### src/hdl/tdr_pkg.sv
// Shared types and constants for the triangle depth rasterizer.
// No dependencies; compiled first.
package tdr_pkg;

  localparam int unsigned COORD_W = 16;  // vertex coordinate
  localparam int unsigned DEPTH_W = 24;  // Q0.24 depth
  localparam int unsigned RC_W    = 8;   // read coordinate
  localparam int unsigned DIFF_W  = 17;  // vertex difference
  localparam int unsigned OFS_W   = 18;  // box corner minus vertex
  localparam int unsigned EDGE_W  = 36;  // edge function
  localparam int unsigned AREA_W  = 33;  // positive area, unsigned
  localparam int unsigned SUM_W   = 57;  // weighted depth sum
  localparam int unsigned HALF_W  = 17;  // split of an edge value for the multiplier
  localparam int unsigned MA_W    = 18;
  localparam int unsigned MB_W    = 25;
  localparam int unsigned PROD_W  = 43;
  localparam int unsigned ACC_W   = 60;

  localparam logic [DEPTH_W-1:0] FAR_DEPTH = '1;

  typedef logic [1:0] action_t;
  localparam action_t ACT_CLEAR = 2'd0;
  localparam action_t ACT_DRAW  = 2'd1;
  localparam action_t ACT_READ  = 2'd2;

  typedef struct packed {
    action_t            action;
    logic signed [15:0] v0_x;
    logic signed [15:0] v0_y;
    logic        [23:0] v0_depth;
    logic signed [15:0] v1_x;
    logic signed [15:0] v1_y;
    logic        [23:0] v1_depth;
    logic signed [15:0] v2_x;
    logic signed [15:0] v2_y;
    logic        [23:0] v2_depth;
    logic        [7:0]  read_x;
    logic        [7:0]  read_y;
  } tdr_in_t;

  typedef struct packed {
    logic [23:0] read_depth;
    logic        triangle_skipped;
  } tdr_out_t;

endpackage

### src/hdl/tdr_div.sv
// Restoring divider, one quotient bit per cycle; quotient known to fit DEPTH_W.
// Depends on tdr_pkg.
module tdr_div import tdr_pkg::*; (
  input  logic               clk,
  input  logic               rst,
  input  logic               start,
  input  logic [SUM_W-1:0]   dividend,
  input  logic [AREA_W-1:0]  divisor,
  output logic               done,
  output logic [DEPTH_W-1:0] quotient
);
  logic                busy;
  logic [4:0]          cnt;
  logic [AREA_W-1:0]   rem;
  logic [AREA_W-1:0]   dvs;
  logic [DEPTH_W-1:0]  num;
  logic [AREA_W:0]     trial;
  logic [AREA_W:0]     diff;
  logic                ge;

  assign trial    = {rem, num[DEPTH_W-1]};
  assign diff     = trial - {1'b0, dvs};
  assign ge       = trial >= {1'b0, dvs};
  assign quotient = num;

  always_ff @(posedge clk) begin
    if (rst) begin
      busy <= 1'b0;
      done <= 1'b0;
      cnt  <= '0;
    end else begin
      done <= 1'b0;
      if (start) begin
        // upper part is below the divisor since the quotient fits
        rem  <= dividend[SUM_W-1:DEPTH_W];
        num  <= dividend[DEPTH_W-1:0];
        dvs  <= divisor;
        cnt  <= '0;
        busy <= 1'b1;
      end else if (busy) begin
        rem <= ge ? diff[AREA_W-1:0] : trial[AREA_W-1:0];
        num <= {num[DEPTH_W-2:0], ge};
        cnt <= cnt + 5'd1;
        if (cnt == 5'(DEPTH_W - 1)) begin
          busy <= 1'b0;
          done <= 1'b1;
        end
      end
    end
  end
endmodule

### config.mk
export PLATFORM = sky130hd
export DESIGN_NAME = tdr_div
export DESIGN_NICKNAME = d
export VERILOG_FILES = /design/src/hdl/tdr_pkg.sv /design/src/hdl/tdr_div.sv
export SDC_FILE = /design/constraint.sdc
export NUM_CORES = 1
export LEC_CHECK = 0
export BUFFER_PORTS_ARGS = -buffer_cell sky130_fd_sc_hd__clkbuf_2
export CORE_UTILIZATION = 51
export CTS_CLUSTER_DIAMETER = 80
export DETAILED_ROUTE_END_ITERATION = 12
export GPL_ROUTABILITY_DRIVEN = 0
export PLACE_DENSITY = 0.86
export SYNTH_ARGS = -nofsm -noshare
export SYNTH_HDL_FRONTEND = slang
export SYNTH_SLANG_ARGS = --single-unit
### constraint.sdc
create_clock -name clk -period 4.78 [get_ports clk]
set_input_delay 0 -clock clk [delete_from_list [all_inputs] [get_ports clk]]
set_output_delay 0 -clock clk [all_outputs]
set_load 0.02 [all_outputs]
Word-level counts from Yosys, hierarchy flattened
Cells that the tools add are included.
- register bits after elaboration: 97
- input port bits: 93
- output and inout port bits: 25
- logic and storage cells: 26
- $add $sub $neg: 2
- $lt $le $gt $ge: 1
- equality and inequality tests: 1
- mux-type cells: 9
- bitwise gates (word level): 2
- reductions and logical operators: 5
- operator list (kind ; number):
    2-to-1 mux 33 bit ; 3
    2-to-1 mux 24 bit ; 2
    greater-or-equal comparator 34 x 33 -> 1 bit ; 1
    subtractor 33 bit ; 1
    adder 5 x 1 -> 5 bit (second input constant) ; 1
    == test 5 bit (second input constant) ; 1
    2-to-1 mux 1 bit ; 4
    AND reduction 2 bit ; 2
    OR reduction 3 bit ; 1
    NOT 1 bit ; 2
    nonzero test 2 bit ; 1
    OR reduction 2 bit ; 1

Logic depth before layout (Yosys ltp)
Gate-level depths: netlist of the first run.
- depth after elaboration: 4
- gate-level depth with buffers: 14
- depth with buffers taken out: 13

Worst setup path after synthesis of the first run
Ideal clock, no wire load.
- path kind: input -> register
- from: input start
- to: register num[0] (netlist: quotient[0]), enable pin
- setup time: 0.472 ns
- data arrival time: 3.016 ns
- data required time: 4.308 ns
- setup slack: 1.292 ns
- stages: 4
- path buffers: 2
- cells stage by stage: clkbuf_1 clkbuf_1 nor2_1 nor2_1
- cells in the longest elaborated chain, start to end: 2
- RTL lines (what ; RTL line ; RTL):
    start, declared ; tdr_div.sv:6 ; input logic start,
    nonzero test 2 bit (no source line) ; -- ;
    AND reduction 2 bit (no source line) ; -- ;
    end signal, assigned ; tdr_div.sv:36 ; num <= dividend[DEPTH_W-1:0];
    end signal, assigned ; tdr_div.sv:42 ; num <= {num[DEPTH_W-2:0], ge};
    end, declared ; tdr_div.sv:16 ; logic [DEPTH_W-1:0] num;
Every way passes these cells.
A chain may end at the register's enable or synchronous reset.

Worst setup path after layout of the first run
- from: register num[23] (netlist: quotient[23])
- to: register rem[3] (data pin)
- cells in the longest elaborated chain, start to end: 4
- elaborated cells between the ends (all ways): 5
- those cells by class: add/sub: 1; order compare: 1; mux: 3
- RTL lines (what ; RTL line ; RTL):
    subtractor 33 bit or greater-or-equal comparator 34 x 33 -> 1 bit (tied branches) ; tdr_div.sv:22, tdr_div.sv:23 ;
    2-to-1 mux 33 bit (*) ; tdr_div.sv:41 ; rem <= ge ? diff[AREA_W-1:0] : trial[AREA_W-1:0];
    2-to-1 mux 33 bit (*) ; tdr_div.sv:40 ; end else if (busy) begin
    2-to-1 mux 33 bit (*) ; tdr_div.sv:33 ; if (start) begin
    end signal, assigned ; tdr_div.sv:35 ; rem <= dividend[SUM_W-1:DEPTH_W];
    end signal, assigned ; tdr_div.sv:41 ;
    end, declared ; tdr_div.sv:14 ; logic [AREA_W-1:0] rem;
Mark *: on every way between the ends. The rest lies on a longest branch, timed or not. The select of a mux whose other input is x is not followed.

==> results of run 1 <==
==> sequential cells by signal, indices dropped and copies added (netlist names) <==
signal and cells:
dvs 33, done 1, cnt 5, rem 33, quotient 24, busy 1
==> cell usage in the layout (no fill, tap or decap), drive strengths merged, types with 3 or more instances in the layout <==
| cell | netlist | final |
|---|---|---|
| ha | 34 | 34 |
| nor4 | 4 | 4 |
| nand3 | 14 | 14 |
| mux2 | 29 | 29 |
| or3 | 5 | 5 |
| o21ai | 42 | 42 |
| and3 | 5 | 5 |
| o31ai | 4 | 4 |
| a211oi | 14 | 14 |
| clkbuf | 19 | 126 |
| inv | 54 | 59 |
| a31oi | 4 | 4 |
| nand2b | 4 | 4 |
| o211ai | 6 | 6 |
| o21a | 9 | 9 |
| nand2 | 44 | 44 |
| buf | 10 | 6 |
| nand4 | 12 | 12 |
| a221o | 3 | 3 |
| nor2b | 6 | 6 |
| xor2 | 11 | 11 |
| dfxtp | 7 | 7 |
| a21o | 19 | 19 |
| nor3 | 12 | 12 |
| mux2i | 4 | 4 |
| xnor2 | 18 | 18 |
| nor2 | 47 | 47 |
| a21oi | 49 | 49 |
| dlygate4sd3 | 0 | 87 |
| edfxtp | 90 | 90 |
==> final timing paths <==
path / start / endpoint / slack (ns) / depth (start not counted)
setup / recovery: quotient[23] / rem[3] / 1.20 / 14
hold / removal: dividend[0] / quotient[0] / 0.01 / 3
setup reg to reg: quotient[23] / rem[3] / 1.20 / 14
hold reg to reg: cnt[4] / cnt[4] / 0.52 / 2
==> through the flow <==
stage | area (um2) | util [%]
3_5_place_dp | 6710 | 58.5
3_3_place_gp | 6710 | 58.5
4_1_cts | 7910 | 69.0
6_report | 7920 | 69.0
5_1_grt | 7920 | 69.0
2_1_floorplan | 6010 | -
==> metal layers <==
layer  up-vias  share of wire, %
met5         -                 0
met4         0               5.1
met3        70               6.4
met2       260                49
met1      2576                39
li1       2569                 -
==> cells in the mapped netlist, types with 11 or more instances <==
cell type	instances
a21oi_1	49
o21ai_0	40
xnor2_1	18
a21o_1	19
edfxtp_1	90
nand4_1	12
inv_1	54
nand3_1	14
xor2_1	11
clkbuf_1	19
mux2_2	29
nand2_1	44
nor3_1	12
a211oi_1	13
ha_1	34
nor2_1	47
==> critical path, stage by stage (launching register included) <==
cell and delay [ns]:
edfxtp_1 0.43, inv_1 0.08, ha_1 0.16, inv_1 0.05, fa_1 0.40, a21oi_1 0.22, o22ai_1 0.15, o21ai_1 0.14
o211ai_1 0.17, o31a_1 0.42, a211oi_4 0.24, buf_4 0.34, nor2_1 0.09, a211oi_1 0.31, a21oi_1 0.09
==> area by class of cell <==
| class | instances | share of cell area [%] |
|---|---|---|
| Clock inverter | 7 | 1.38 |
| Multi-Input combinational cell | 420 | 36.0 |
| Inverter | 54 | 2.56 |
| Timing Repair Buffer | 210 | 19.0 |
| Clock buffer | 9 | 2.85 |
| Tap cell | 143 | 2.26 |
| Antenna cell | 1 | 0.0316 |
| Sequential cell | 97 | 35.9 |
==> cells by family after synthesis <==
kind of cell / count (synthesis)
flops: 97
compound gates: 163
xor+xnor: 29
fa+ha+maj: 35
buf+inv: 83
simple gates: 160
mux: 33
==> where the power goes <==
part           internal (mW)  total (mW)  switching, mW  leakage, nW
clock                  0.472       0.817          0.345        0.165
combinational          0.326       0.739          0.413         2.30
sequential              1.01        1.05         0.0350        0.908
total                   1.81        2.61          0.793         3.37
==> run summary, run 1 <==
- 728 — Mapped Nets
- 52.4% — initial standard-cell utilization of the core
- reg2reg — crit path kind
- edfxtp_1 (45%), ha_1 (7.1%), mux2_2 (5.4%), a21oi_1 (4.1%), inv_1 (3.4%) — largest cells by area after synthesis
- 3.37 nW — standby leakage power
- 6010 um2 — Syn Std Cell Area
- 2850 um2 — area of combinational cells with multiple inputs
- 600 — number of instances in the synthesized netlist
- flip-flop — startpoint types
- false — setup repair after global routing missed its margin
- 15800 um — DRT Wirelength
- 60 — largest net degree at the start of global routing
- yes — CTS tree
- 336 — drt initial violations
- 17.0% — area fraction in compound gates after synthesis
- 0 — Hold Fails Final Rpt
- 7.41% — met3 track demand over resource in global routing
- 0 — count of pins over their slew limit
- 7.41% — area share of fa/ha/maj cells after synthesis
- 12.6% — simple logic cell fraction of the synthesized area
- 118 — number of I/O pins
- 0% — share of synthesized registers carrying an async set or reset
- 111 um — Chip Height
- 4.85 ns — CP Data Required Time
- 26000 um — wire length of the first global-routing pass
- 0.0126 ns — maximum clock skew at final layout
- 0.08 ns — CTS clk-pin slew, worst paths
- 0.849 ns — slew of the pin with the lowest slew margin
- 3 — # H-tree levels
- 1 — antenna violations before repair
- 1.28 ns — worst-case setup slack after placement
- 45.6% — GR Util met2
- 10300 um — post-detail-place hpwl
- 0 — Final setup violation count
- 2 — Max clock buf depth
- 0 — Post-CTS Setup Bufs
- 2.61 mW — total power
- 0 — count of nets left with antenna violations after detail routing
- 837 — placed instance count
- 28 — CP Max Fanout
- 97 — number of flip-flops and latches in the synthesized netlist
- 4.23% — share of the synthesized netlist area taken by xor and xnor gates
- 5.82 — Avg Vias per Cell
- 0 — post_cts resized
- 0 — Yosys warning count
- 5475 — vias after detailed routing
- clkbuf_16 — buffer cell driving the clock tree root
- 97 — sink count of the clock tree
- 39 — # rows
- 0.0139 ns — post-route worst hold slack
- 87 — CTS hold repair buffers
- 0 — max-cap viol count
- 1.20 ns — least setup slack across all paths after layout
- 47.3% — fraction of the yosys area taken by sequential cells
- 43.3% — worst-case headroom to the max-slew limit
- 12200 um2 — area of the die
- 10.0 um2 — per-instance average area after synthesis
- edfxtp_1 — cell accounting for the most synthesized area
- edfxtp_1 — Synth Flop Type
- 941 — Post-Layout Cell Count
- in2reg — min-delay worst type
- 279 MHz — highest clock rate
- 920 — final net count
- 21.7% — proportion of layout cells with a drive suffix above 1
- 5 — Pre-antenna DRT Iters
- met2 — most used routing layer
- 6.10% — proportion of synthesized area in mux cells
- 117 — port bufs
- 11500 um2 — area of the placeable core
- 3.58 ns — min cycle time layout
- 45.0% — fraction of synthesized cell area taken by the top area cell type
- 0 — grt ovf
- finished clean — result of the run
- compound AO/OA/AOI/OAI gates — combinational family with the most area after synthesis
- 27.0% — Total GRT Usage
- 329 nW/um2 — power per standard cell area
- 0.483 mV — worst supply voltage drop on vdd
- 31.7% — Layout area overhead
- 0 ns — Total Neg Setup Slack
- 3.65 ns — arrival time of data at the critical path endpoint
- 2840 um2 — storage element area
- 0 — DRC Markers
- 111 um — Die X
- 818 — fill cell instance count of the final layout
- flip-flop — element type at the critical path end
- 0.37 ns — insertion delay to the later sink of the worst-skew pair
- 16.8 um — average detailed-routed wire length per instance
- 47 — number of distinct library cell variants in the gate-level netlist after synthesis
- 74.9% — period utilization
- 9 — Num CTS Buffers
- 30.9% — met1 routing resource usage after global routing
- 90 — number of synthesized flops with an enable pin
- 5572 — vias in the first global route
Power figures use the tool's default switching activity.
==> run 2: changes to the inputs <==
==> constraint.sdc (replaced) <==
create_clock -name clk -period 3.65 [get_ports clk]
set_input_delay 0 -clock clk [delete_from_list [all_inputs] [get_ports clk]]
set_output_delay 0 -clock clk [all_outputs]
set_load 0.02 [all_outputs]
==> run 2 against run 1 <==
Effect of this change:
- sequential cell count unchanged
- hold slack gained 0.056 ns
- global-route usage grew 0.90 points
- highest routed layer unchanged
- sequential power up 30%
- sequential share of layout area fell by 0.28 points
- maximum frequency up 3.0%
- wire length increased by 4.6%
- largest cell class unchanged
- core utilization increased by 0.55 points
==> run summary, run 2 (same netlist as run 1, synthesis figures left out) <==
- 3.56 ns — arrival time of data at the critical path endpoint
- flip-flop — startpoint types
- dividend[43] — launch instance of the worst min-delay path
- quotient[23] — startpoint of the worst-slack reg-to-reg timing path
- 0 — DRC Markers
- 3 — hold path cells
- 0.37 ns — insertion delay to the later sink of the worst-skew pair
- clkbuf_2 (117), edfxtp_1 (90), dlygate4sd3_1 (88) — commonest cells after routing, fill and taps aside
- 5496 — vias in the first global route
- 417 nW/um2 — power per standard cell area
- flip-flop — element type at the critical path end
- in2reg — min-delay worst type
- 0 — antenna violations before repair
- 16600 um — DRT Wirelength
- 0.17 ns — flop2flop setup slack
- 52.4% — initial standard-cell utilization of the core
- 69.6% — core occupancy in the finished layout
- 95.2% — period utilization
- 17.5 um — average detailed-routed wire length per instance
- 11500 um2 — area of the placeable core
- 3 — # H-tree levels
- 32.4% — switching share of power
- 3.74 ns — CP Data Required Time
- 41.3% — Sequential Power Share
- 5.79 — Avg Vias per Cell
- 111 um — Chip Height
- 2 — Max clock buf depth
- 14 — number of cells traversed by the worst register-to-register path
- 0.233 ns — worst-case setup slack after placement
- 63 — largest net degree at the start of global routing
- 804 — fill cell instance count of the final layout
- 9 — Num CTS Buffers
- 946 — Post-Layout Cell Count
- 28.1% — clock network power share
- 10400 um — post-detail-place hpwl
- 117 — port bufs
- 0 — Hold Fails Final Rpt
- 926 — final net count
- 32.7% — Layout area overhead
- 0 — count of nets left with antenna violations after detail routing
- 3.48 ns — min cycle time layout
- yes — CTS tree
- 0.07 ns — CTS clk-pin slew, worst paths
- rem[19] — WHS Endpoint
- reg2reg — crit path kind
- clkbuf_2 — most common cell after layout, fill and taps aside
- 0 — max-cap viol count
- 2870 um2 — area of combinational cells with multiple inputs
- 0 — count of pins over their slew limit
- 22.5% — proportion of layout cells with a drive suffix above 1
- 39 — # rows
- 288 MHz — highest clock rate
- 27.9% — Total GRT Usage
- 5479 — vias after detailed routing
- 546 — drt initial violations
- 111 um — Die X
- rem[4] — worst flop-to-flop path endpoint
- clkbuf_16 — buffer cell driving the clock tree root
- 839 — placed instance count
- 3.39 nW — standby leakage power
- 0 — antenna diode count
- 3.33 mW — total power
- 118 — number of I/O pins
- 30.6% — Comb pwr share
- finished clean — result of the run
- 2840 um2 — storage element area
- 26600 um — wire length of the first global-routing pass
- 97 — sink count of the clock tree
- 0.0149 ns — maximum clock skew at final layout
- 0.308 mV — worst supply voltage drop on vdd
- 1.08 mW — net switching power
- 0 ns — Total Neg Setup Slack
- 12200 um2 — area of the die
- 0.175 ns — least setup slack across all paths after layout
- 2.25 mW — Cell Int Power
- 26 — CP Max Fanout
- 6 — Pre-antenna DRT Iters
- 0 — Final setup violation count
- 42.2% — worst-case headroom to the max-slew limit
- 0.867 ns — slew of the pin with the lowest slew margin
- 0 — grt ovf
run 2: cell types whose count changed in the layout (fill, tap and decap cells not counted), sizes merged:
cell / previous run / this run
buf: 6 / 10
clkinv: 0 / 3
bufinv: 2 / 0
inv: 59 / 57
clkbuf: 126 / 127
clkinvlp: 0 / 1
diode: 1 / 0
dlygate4sd3: 87 / 88
run 2: critical path, cell delays in order (launching register included):
cell      delay (ns)
edfxtp_1        0.41
inv_1           0.07
ha_1            0.17
inv_1           0.05
fa_1            0.47
a21oi_2         0.22
o22ai_1         0.14
o21ai_1         0.15
o211ai_1        0.17
o31a_1          0.34
a211oi_4        0.41
buf_12          0.22
nor2_1          0.06
a211oi_1        0.23
a21oi_1         0.07
run 2: stage by stage:
stage / hold slack (ns) / instance area (um2)
after global placement: 0.178 / 6760
after floorplan: 0.0728 / 6010
after global routing: 0.0847 / 7980
after detailed placement: 0.179 / 6760
after CTS: 0.0536 / 7920
final: 0.0697 / 7980
run 2: worst max-delay path by stage:
stage | start | end | slack (ns) | depth (start not counted)
4_1_cts | quotient[23] | rem[9] | 0.21 | 13
3_5_place_dp | quotient[23] | rem[5] | 0.23 | 14
3_3_place_gp | quotient[23] | rem[9] | 0.36 | 13
2_1_floorplan | start | quotient[0] | 0.16 | 4
5_1_grt | quotient[23] | rem[5] | -0.02 | 14
6_report | quotient[23] | rem[4] | 0.17 | 14
run 2: timing repair:
item,4_1_cts,5_1_grt
gates resized for setup,0,4
hold buffers,88,0
buffers inserted,0,2
endpoints found under the hold margin,88,0
setup endpoints to repair,0,13
run 2: layer usage:
metal	global-route usage, %	vias to the layer above	wire (um)
li1	-	2580	-
met1	31.7	2520	6170
met2	47.4	293	8060
met3	5.76	86	1280
met4	18.8	0	1060
met5	0	-	0
run 2: layout make-up:
type                            instances  area share, %
Multi-Input combinational cell        420           36.0
Clock inverter                          7          0.643
Sequential cell                        97           35.6
Tap cell                              143           2.24
Clock buffer                            9           2.82
Inverter                               54           2.54
Timing Repair Buffer                  216           20.1
run 2: power by group through the flow:
stage / combinational [mW] / clock, mW / sequential, mW
after global placement: 0.848 / 0 / 1.39
after global routing: 1.11 / 0.981 / 1.38
after detailed placement: 0.879 / 0 / 1.39
after CTS: 0.961 / 0.928 / 1.37
final: 1.02 / 0.934 / 1.37
after floorplan: 0.629 / 0 / 1.41
==> run 3: changes to the inputs <==
--- a/config.mk
+++ b/config.mk
@@ -5,12 +5,13 @@
 export SDC_FILE = /design/constraint.sdc
 export NUM_CORES = 1
 export LEC_CHECK = 0
+export ABC_AREA = 1
 export BUFFER_PORTS_ARGS = -buffer_cell sky130_fd_sc_hd__clkbuf_2
 export CORE_UTILIZATION = 51
 export CTS_CLUSTER_DIAMETER = 80
 export DETAILED_ROUTE_END_ITERATION = 12
 export GPL_ROUTABILITY_DRIVEN = 0
-export PLACE_DENSITY = 0.86
+export PLACE_DENSITY = 0.85
 export SYNTH_ARGS = -nofsm -noshare
 export SYNTH_HDL_FRONTEND = slang
 export SYNTH_SLANG_ARGS = --single-unit
==> constraint.sdc (replaced) <==
create_clock -name clk -period 3.3 [get_ports clk]
set_input_delay 0 -clock clk [delete_from_list [all_inputs] [get_ports clk]]
set_output_delay 0 -clock clk [all_outputs]
set_load 0.02 [all_outputs]
==> run 3 against run 2 <==
Effect of this change:
- setup slack better by 0.35 ns
- synthesized cell count is 60% higher
- critical path depth stayed put
- non-clock buffer count is 2 lower
- final area up 11%
- via count increased by 25%
- sequential cell count is the same
- highest routed layer unchanged
- hold slack gained 0.29 ns
- clock-buffer cell count rose by 3
- area after synthesis is 15% higher
- critical path type unchanged
- sequential share of layout area is 3.5 points lower
==> run summary, run 3 <==
- reg2reg — crit path kind
- 9 — Num CTS Buffers
- 118 — number of I/O pins
- 959 — number of instances in the synthesized netlist
- 4.63 nW — standby leakage power
- 29.4% — Total GRT Usage
- 6930 — vias in the first global route
- 483 — drt initial violations
- 84.2% — period utilization
- 33 — number of distinct library cell variants in the gate-level netlist after synthesis
- 2840 um2 — storage element area
- 2 — Max clock buf depth
- 7.18 um2 — per-instance average area after synthesis
- 41.3% — fraction of the yosys area taken by sequential cells
- 0.440 mV — worst supply voltage drop on vdd
- clkbuf_16 — buffer cell driving the clock tree root
- 14.5 um — average detailed-routed wire length per instance
- 0 — max-cap viol count
- 0 — post_cts resized
- 14000 um2 — area of the die
- 6 — Pre-antenna DRT Iters
- 3 — # H-tree levels
- finished clean — result of the run
- edfxtp_1 (39%), nand2_1 (23%), inv_1 (8.4%), ha_1 (6.2%), nand3_1 (4.9%) — largest cells by area after synthesis
- 6847 — vias after detailed routing
- 0 — antenna violations before repair
- in2reg — min-delay worst type
- 8860 um2 — Post-Layout Inst Area
- 0 — count of pins over their slew limit
- 0.0107 ns — maximum clock skew at final layout
- 32500 um — wire length of the first global-routing pass
- 5.10 — Avg Vias per Cell
- 0 — Hold Fails Final Rpt
- 97 — number of flip-flops and latches in the synthesized netlist
- 19400 um — DRT Wirelength
- 117 — port bufs
- 0 — count of nets left with antenna violations after detail routing
- 42 — # rows
- 468 nW/um2 — power per standard cell area
- 61 — largest net degree at the start of global routing
- 0 ns — Total Neg Setup Slack
- 39.3% — fraction of synthesized cell area taken by the top area cell type
- 118 um — Die X
- 0 — antenna diode count
- 0 — Yosys warning count
- 91 — CTS hold repair buffers
- 0% — share of synthesized registers carrying an async set or reset
- 360 MHz — highest clock rate
- 0 — grt ovf
- nand2_1 (419), inv_1 (154), clkbuf_2 (117) — commonest cells after routing, fill and taps aside
- 67.2% — core occupancy in the finished layout
- 19.5% — worst-case headroom to the max-slew limit
- 118 um — Chip Height
- 3330 um2 — area of combinational cells with multiple inputs
- 20 — CP Max Fanout
- 1343 — Post-Layout Cell Count
- 0.36 ns — insertion delay to the later sink of the worst-skew pair
- 1236 — placed instance count
- nand2_1 — dominant cell by count in the synthesized netlist
- 0 — Post-CTS Setup Bufs
- 97 — sink count of the clock tree
- 0.358 ns — post-route worst hold slack
- nand2_1 (419), inv_1 (154), edfxtp_1 (90), nand3_1 (67), nor2_1 (45) — Synth top cells by count
- 1057 — fill cell instance count of the final layout
- false — setup repair after global routing missed its margin
- edfxtp_1 — Synth Flop Type
- nand2_1 — most common cell after layout, fill and taps aside
- 28.7% — Layout area overhead
- 0 — Final setup violation count
- 1290 — final net count
- 52.2% — initial standard-cell utilization of the core
- yes — CTS tree
- 2.78 ns — min cycle time layout
- flip-flop — element type at the critical path end
- 6880 um2 — Syn Std Cell Area
- edfxtp_1 — cell accounting for the most synthesized area
- 7620 um2 — post-placement cell area
- 0 — DRC Markers
- 1.20 ns — slew of the pin with the lowest slew margin
- 12700 um — post-detail-place hpwl
- flip-flop — startpoint types
- 13200 um2 — area of the placeable core
- 13.7% — proportion of layout cells with a drive suffix above 1
- 3.41 ns — CP Data Required Time
- 0.07 ns — CTS clk-pin slew, worst paths
- 2.89 ns — arrival time of data at the critical path endpoint
- 90 — number of synthesized flops with an enable pin
- 1087 — Mapped Nets
==> run 3: changes by cell type after synthesis, moves of 27 or more <==
cell      previous run  this run
mux2_2              29         0
nand3_1             14        67
inv_1               54       154
a21oi_1             49        22
o21ai_0             40         3
nand3b_1             0        33
nand2_1             44       419
==> run 3: worst max-delay path: stages (launching register included) <==
cell and delay [ns]:
edfxtp_1 0.39, inv_1 0.10, ha_1 0.18, inv_1 0.10
fa_1 0.46, nand3_1 0.13, nand3_2 0.12, nand2_1 0.12
nand2_2 0.07, nand2_2 0.07, nand2_2 0.26, nand2_1 0.32
nand2_1 0.08, nand2_1 0.08, nand2_1 0.07
==> run 3: area by class of cell <==
| type | count | share of cell area [%] |
|---|---|---|
| Clock buffer | 12 | 3.26 |
| Clock inverter | 4 | 0.424 |
| Inverter | 160 | 6.78 |
| Multi-Input combinational cell | 680 | 37.6 |
| Sequential cell | 97 | 32.1 |
| Tap cell | 176 | 2.49 |
| Timing Repair Buffer | 214 | 17.4 |
==> run 3: cells by family after synthesis <==
logic type | synth area share (%)
flip-flops | 41.3
AO/OA/AOI/OAI | 2.44
buffers and inverters | 10.7
XOR/XNOR | 1.91
adder cells (fa/ha/maj) | 6.47
AND/OR/NAND/NOR | 37.2
==> run 3: path summary, 6_finish.rpt <==
| check | slack (ns) | depth (start not counted) | startpoint | end |
|---|---|---|---|---|
| worst min-delay path | 0.36 | 2 | divisor[30] | dvs[30] |
| worst max-delay path | 0.52 | 14 | quotient[23] | rem[29] |
| worst min register to register | 0.52 | 2 | cnt[4] | cnt[4] |
| worst max register to register | 0.52 | 14 | quotient[23] | rem[29] |
==> run 3: power breakdown <==
part | switching [mW] | total [mW] | internal (mW) | leakage [nW]
sequential | 0.0556 | 1.55 | 1.50 | 0.920
combinational | 0.909 | 1.46 | 0.548 | 3.55
clock | 0.504 | 1.14 | 0.637 | 0.163
total | 1.47 | 4.15 | 2.68 | 4.63
==> run 3: metal layers <==
layer,GRT usage [%],share of wire [%]
met1,35.4,41
met2,50.8,49
met3,4.87,6.3
met4,14.8,3.8
met5,0,0
==> run 3: stage by stage <==
step	setup slack [ns]	total power, mW
after floorplan	0.860	2.56
after global placement	0.754	2.87
after detailed placement	0.635	2.90
after CTS	0.616	4.11
after global routing	0.274	4.40
final	0.520	4.15
